**config.mk**
```make
export PLATFORM = sky130hd
export DESIGN_NAME = psas_ctrl
export DESIGN_NICKNAME = d
export VERILOG_FILES = /design/src/psas_pkg.sv /design/src/psas_ctrl.sv
export SDC_FILE = /design/constraint.sdc
export NUM_CORES = 1
export LEC_CHECK = 0
export ABC_AREA = 1
export ABC_CLOCK_PERIOD_IN_PS = 3100
export BUFFER_PORTS_ARGS = -buffer_cell sky130_fd_sc_hd__buf_2
export CORE_MARGIN = 2
export CORE_UTILIZATION = 50
export DETAILED_ROUTE_END_ITERATION = 8
export PLACE_DENSITY = 0.82
export SYNTH_ARGS = -nofsm -noshare
export SYNTH_HDL_FRONTEND = slang
export SYNTH_SLANG_ARGS = --single-unit
```
**constraint.sdc**
```tcl
create_clock -name clk_i -period 3.1 [get_ports clk_i]
set_input_delay 0.31 -clock clk_i [delete_from_list [all_inputs] [get_ports clk_i]]
set_output_delay 0.31 -clock clk_i [all_outputs]
set_load 0.1 [all_outputs]
```
**src/psas_pkg.sv**
```systemverilog
// Shared constants, codes and controller/datapath interface types for the arrival statistics block.
package psas_pkg;

  localparam int SOURCES = 8;
  localparam int IDX_W = (SOURCES > 1) ? $clog2(SOURCES) : 1;

  localparam logic [15:0] FAMILY_IPV4 = 16'd2;
  localparam logic [15:0] MIN_LENGTH = 16'd4;
  localparam logic [31:0] OOB_WORD = 32'hFFFF_FFFF;

  localparam logic [31:0] WINDOW_LEN_RESET = 32'd5000000;
  localparam logic [31:0] GAP_WARN_RESET = 32'd100000;
  localparam logic [31:0] GAP_SEVERE_RESET = 32'd250000;

  localparam logic [1:0] CFG_WINDOW_LEN = 2'd0;
  localparam logic [1:0] CFG_GAP_WARN = 2'd1;
  localparam logic [1:0] CFG_GAP_SEVERE = 2'd2;

  typedef enum logic [3:0] {
    STAT_WINDOW = 4'd0,
    STAT_IP = 4'd1,
    STAT_PORT = 4'd2,
    STAT_PKTS = 4'd3,
    STAT_BYTES = 4'd4,
    STAT_MAXLEN = 4'd5,
    STAT_FRAGS = 4'd6,
    STAT_OOB = 4'd7,
    STAT_GAPS = 4'd8,
    STAT_AVG = 4'd9,
    STAT_VAR = 4'd10,
    STAT_GAPMAX = 4'd11,
    STAT_WARN = 4'd12,
    STAT_SEVERE = 4'd13
  } stat_code_e;

  typedef struct packed {
    logic load_in;
    logic lookup;
    logic gap;
    logic mul_gap;
    logic update;
    logic wcheck;
    logic scan_init;
    logic scan_step;
    logic [IDX_W-1:0] scan_idx;
    logic div_start;
    logic div_sq;
    logic latch_avg;
    logic latch_msq;
    logic zero_stats;
    logic mul_avg;
    logic calc_var;
    logic emit;
    stat_code_e code;
    logic clear;
  } psas_cmd_t;

  typedef struct packed {
    logic ignore;
    logic found;
    logic win_close;
    logic have_top;
    logic no_gaps;
    logic div_done;
    logic out_busy;
  } psas_status_t;

endpackage

```
**src/psas_ctrl.sv**
```systemverilog
// Controller state machine sequencing lookup, update, window check and report.
module psas_ctrl (
  input  logic                   clk_i,
  input  logic                   rst_ni,
  input  logic                   in_valid_i,
  output logic                   in_ready_o,
  input  psas_pkg::psas_status_t st_i,
  output psas_pkg::psas_cmd_t    cmd_o
);

  typedef enum logic [3:0] {
    S_IDLE, S_CHECK, S_GAP, S_SQUARE, S_UPDATE, S_WCHECK, S_SCAN, S_PICK,
    S_DWAIT1, S_DSTART2, S_DWAIT2, S_ASQ, S_VAR, S_EMIT, S_CLEAR
  } state_e;

  state_e state_q;
  logic [psas_pkg::IDX_W-1:0] scan_q;
  psas_pkg::stat_code_e code_q;

  assign in_ready_o = (state_q == S_IDLE);

  always_comb begin
    cmd_o = '0;
    cmd_o.scan_idx = scan_q;
    cmd_o.code = code_q;
    case (state_q)
      S_IDLE: cmd_o.load_in = in_valid_i;
      S_CHECK: cmd_o.lookup = !st_i.ignore;
      S_GAP: cmd_o.gap = st_i.found;
      S_SQUARE: cmd_o.mul_gap = 1'b1;
      S_UPDATE: cmd_o.update = 1'b1;
      S_WCHECK: begin
        cmd_o.wcheck = 1'b1;
        cmd_o.scan_init = 1'b1;
      end
      S_SCAN: cmd_o.scan_step = 1'b1;
      S_PICK: begin
        cmd_o.zero_stats = st_i.have_top && st_i.no_gaps;
        cmd_o.div_start = st_i.have_top && !st_i.no_gaps;
      end
      S_DWAIT1: cmd_o.latch_avg = st_i.div_done;
      S_DSTART2: begin
        cmd_o.div_start = 1'b1;
        cmd_o.div_sq = 1'b1;
      end
      S_DWAIT2: cmd_o.latch_msq = st_i.div_done;
      S_ASQ: cmd_o.mul_avg = 1'b1;
      S_VAR: cmd_o.calc_var = 1'b1;
      S_EMIT: cmd_o.emit = !st_i.out_busy;
      S_CLEAR: cmd_o.clear = 1'b1;
      default: ;
    endcase
  end

  always_ff @(posedge clk_i or negedge rst_ni) begin
    if (!rst_ni) begin
      state_q <= S_IDLE;
      scan_q <= '0;
      code_q <= psas_pkg::STAT_WINDOW;
    end else begin
      case (state_q)
        S_IDLE: if (in_valid_i) state_q <= S_CHECK;
        S_CHECK: state_q <= st_i.ignore ? S_IDLE : S_GAP;
        S_GAP: state_q <= st_i.found ? S_SQUARE : S_WCHECK;
        S_SQUARE: state_q <= S_UPDATE;
        S_UPDATE: state_q <= S_WCHECK;
        S_WCHECK: begin
          scan_q <= '0;
          state_q <= st_i.win_close ? S_SCAN : S_IDLE;
        end
        S_SCAN: begin
          scan_q <= scan_q + 1'b1;
          if (scan_q == psas_pkg::IDX_W'(psas_pkg::SOURCES - 1)) state_q <= S_PICK;
        end
        S_PICK: begin
          code_q <= psas_pkg::STAT_WINDOW;
          if (!st_i.have_top) state_q <= S_CLEAR;
          else if (st_i.no_gaps) state_q <= S_EMIT;
          else state_q <= S_DWAIT1;
        end
        S_DWAIT1: if (st_i.div_done) state_q <= S_DSTART2;
        S_DSTART2: state_q <= S_DWAIT2;
        S_DWAIT2: if (st_i.div_done) state_q <= S_ASQ;
        S_ASQ: state_q <= S_VAR;
        S_VAR: state_q <= S_EMIT;
        S_EMIT: begin
          if (!st_i.out_busy) begin
            if (code_q == psas_pkg::STAT_SEVERE) state_q <= S_CLEAR;
            else code_q <= psas_pkg::stat_code_e'(code_q + 4'd1);
          end
        end
        S_CLEAR: state_q <= S_IDLE;
        default: state_q <= S_IDLE;
      endcase
    end
  end

  a_accept_to_check: assert property (@(posedge clk_i) disable iff (!rst_ni)
    (state_q == S_IDLE && in_valid_i) |=> state_q == S_CHECK)
    else $error("accepted word did not start processing");

  a_last_then_clear: assert property (@(posedge clk_i) disable iff (!rst_ni)
    (state_q == S_EMIT && code_q == psas_pkg::STAT_SEVERE && !st_i.out_busy)
      |=> state_q == S_CLEAR)
    else $error("table not cleared after final report word");

  a_div_done_waiting: assert property (@(posedge clk_i) disable iff (!rst_ni)
    st_i.div_done |-> (state_q == S_DWAIT1 || state_q == S_DWAIT2))
    else $error("divider finished outside a wait state");

  a_emit_free: assert property (@(posedge clk_i) disable iff (!rst_ni)
    cmd_o.emit |-> !st_i.out_busy)
    else $error("report word overwrote a pending word");

endmodule

```
==> results.json <==
{
  "r2r_setup_slack_ns": 1.66,
  "setup_viol": 0,
  "initial_core_util": 0.551,
  "cap_violations": 0,
  "routabilityCongestion": 0.905,
  "clock_skew_ns": 0.00727,
  "fin_crit_sh": 0.701,
  "final_hold_viol_count": 0,
  "clkTransAtPathRegs_ns": 0.08,
  "track_usage": 0.216,
  "fin_setup_tns_ns": 0,
  "arrival_ns": 1.86,
  "core_sq_mm": 0.00156,
  "hold_path.class": "primary input to register",
  "crit_chain": "nor2_1 > nand3_1 > inv_1 > buf_2",
  "viasPerCell": 5.08,
  "port_buffers": 34,
  "path_class": "register to output port",
  "clk_latency_ns": 0.27,
  "num-nets-final": 179,
  "cts_buffers": 3,
  "die_w_um": 45.4,
  "fp-row-count": 14,
  "stdcell_count": 180,
  "start_kind": "register",
  "clkPwrFrac": 0.082,
  "power_density_mw_per_mm2": 1120,
  "worstRegToRegCells": 4,
  "ir_drop_mv": 0.832,
  "synth_cell_types": 26,
  "synthCells": 126,
  "relSlewSlack": 0.673,
  "power_switching_mw": 0.841,
  "drive_above_1_share": 0.372,
  "antenna_found_initial": 0,
  "placed_cell_area_sq_mm": 0.00106,
  "ys_seq_elements": 11,
  "num-fill-cells": 118,
  "crit_end": "cmd_o[22]",
  "cp-end-kind": "output port",
  "boundaryPins": 35,
  "cts_tree": "built",
  "register_area_sq_um": 275,
  "die_area_sq_mm": 0.00206,
  "routedWlPerCell_um": 12.0,
  "crit_path_max_incr_delay_ns": 0.50,
  "cp_max_fo": 7,
  "syn-num-nets": 140,
  "max_freq_ghz": 0.460,
  "placed_cells": 175,
  "synthTopCellsByArea": "dfrtp_1, nand2_1, nand3_1, inv_1, nor2_1",
  "die_y_um": 45.4,
  "ys_warn_count": 0,
  "multi_input_area_sq_um": 517,
  "grt_pass1_vias": 767,
  "grt_overflow_total": 0,
  "antenna_cells": 0,
  "dp_hpwl_mm": 1.82,
  "cts.path.max_buffers": 2,
  "tightest_slew_ns": 0.494,
  "drv_slew": 0,
  "internal_power_mw": 0.393,
  "syn_area_sq_um": 858,
  "required_ns": 2.79,
  "drt_iter0_drc": 48,
  "final_area_sq_mm": 0.00110,
  "rsz0062_at_grt": "false",
  "period_minus_slack_ns": 2.17,
  "slowest_stage": "dfrtp_1",
  "combPwrFrac": 0.721,
  "vias": 914,
  "wl_mm": 2.16,
  "grt_pass1_wl_mm": 3.28,
  "cts_max_level": 1,
  "area_growth_pct": 28.1,
  "dr.pass1.iters": 4,
  "seq_area_frac_synth": 0.321,
  "holdWs_ns": 0.345,
  "swShare": 0.682,
  "ant_nets": 0,
  "final_common_cell": "buf_2",
  "p_seq_frac": 0.197,
  "status": "finished clean",
  "leakagePower_nw": 0.690,
  "post_synth.cell_area_avg_sq_um": 6.81,
  "grt_max_degree": 12,
  "r2r-end": "state_q[2]",
  "drc_errors": 0,
  "clk_root_buffer_cell": "clkbuf_4",
  "layout_common_cells": "buf_2, nand2_1, inv_1, nor2_1, nand3_1",
  "startpoint": "state_q[2]",
  "finalPower_mw": 1.23,
  "clock-sinks": 11,
  "yosys.area.top_type": "dfrtp_1",
  "rr_startpoint": "state_q[2]",
  "synth_top_area_frac": 0.321
}
## flip-flops by register name (all words and copies together), names as in the netlist
register	cells
code_q	4
state_q	4
scan_q	3
## metal layers
| metal | routed length [um] | vias up | GRT usage | share of wire |
|---|---|---|---|---|
| met5 | 0 | - | 0 | 0 |
| met4 | 8 | 0 | 0.0529 | 0.0037 |
| met2 | 973 | 35 | 0.332 | 0.45 |
| met3 | 126 | 2 | 0.0238 | 0.058 |
| li1 | - | 480 | - | - |
| met1 | 1050 | 397 | 0.323 | 0.49 |
## how the worst min path moves through the flow
stage,start,to,slack (ns),cells past startpoint
floorplan,rst_ni,code_q[0],0.01,0
global placement,rst_ni,code_q[1],0.19,1
detailed placement,rst_ni,scan_q[0],0.20,1
CTS,st_i[2],state_q[2],0.34,3
global route,st_i[2],state_q[2],0.37,3
finish,st_i[2],state_q[2],0.34,3
## final cells by class
class / instances / share of cell area
clock buffers: 3 / 0.0205
clock inverters: 1 / 0.00455
inverters: 21 / 0.0728
multi-input cells: 93 / 0.470
flip-flops and latches: 11 / 0.250
well taps: 16 / 0.0182
repair buffers: 35 / 0.164
## worst max-delay path: cells and delay by family, from the launching register on
family	cells	cell delay (ns)
AND/OR/NAND/NOR	2	0.59
buffers and inverters	2	0.49
flip-flops	1	0.50
## Yosys cell counts
library cell and instances:
nand3b_1 1, nor2_2 6, buf_4 1, nand2_1 27
and3_1 1, a22o_1 2, nand2_2 5, o31ai_1 1
inv_2 5, nor4_1 1, inv_1 15, nor3_1 4
nor2_4 1, or2_1 1, o22ai_1 1, xnor2_1 1
nor2_1 15, o21ai_0 3, ha_1 4, o21ai_1 4
dfrtp_1 11, nand3_1 12, nand4_1 1, xor2_1 1
clkinv_2 1, nand2_4 1
## power groups by stage
stage	clock network, mW	logic, mW	registers, mW
detailed placement	0	0.884	0.245
CTS	0.101	0.888	0.242
global placement	0	0.873	0.243
global route	0.106	0.947	0.249
finish	0.101	0.889	0.244
floorplan	0	0.670	0.322
## kinds of logic after synthesis
group           synth area share
fa+ha+maj                 0.0583
flops                      0.321
xor+xnor                  0.0204
compound gates            0.0773
simple gates               0.421
buf+inv                    0.102
## through the flow
stage | setup slack [ns] | util
6_report | 0.928 | 0.705
5_1_grt | 0.864 | 0.705
4_1_cts | 0.974 | 0.705
3_5_place_dp | 1.27 | 0.681
3_3_place_gp | 1.30 | 0.681
2_1_floorplan | 0.106 | -
## repair_timing
item,4_1_cts,5_1_grt
hold buffers,1,0
hold endpoints to repair,11,0
gates resized for setup,0,0
setup buffers,0,0
(Power assumes the default switching activity.)
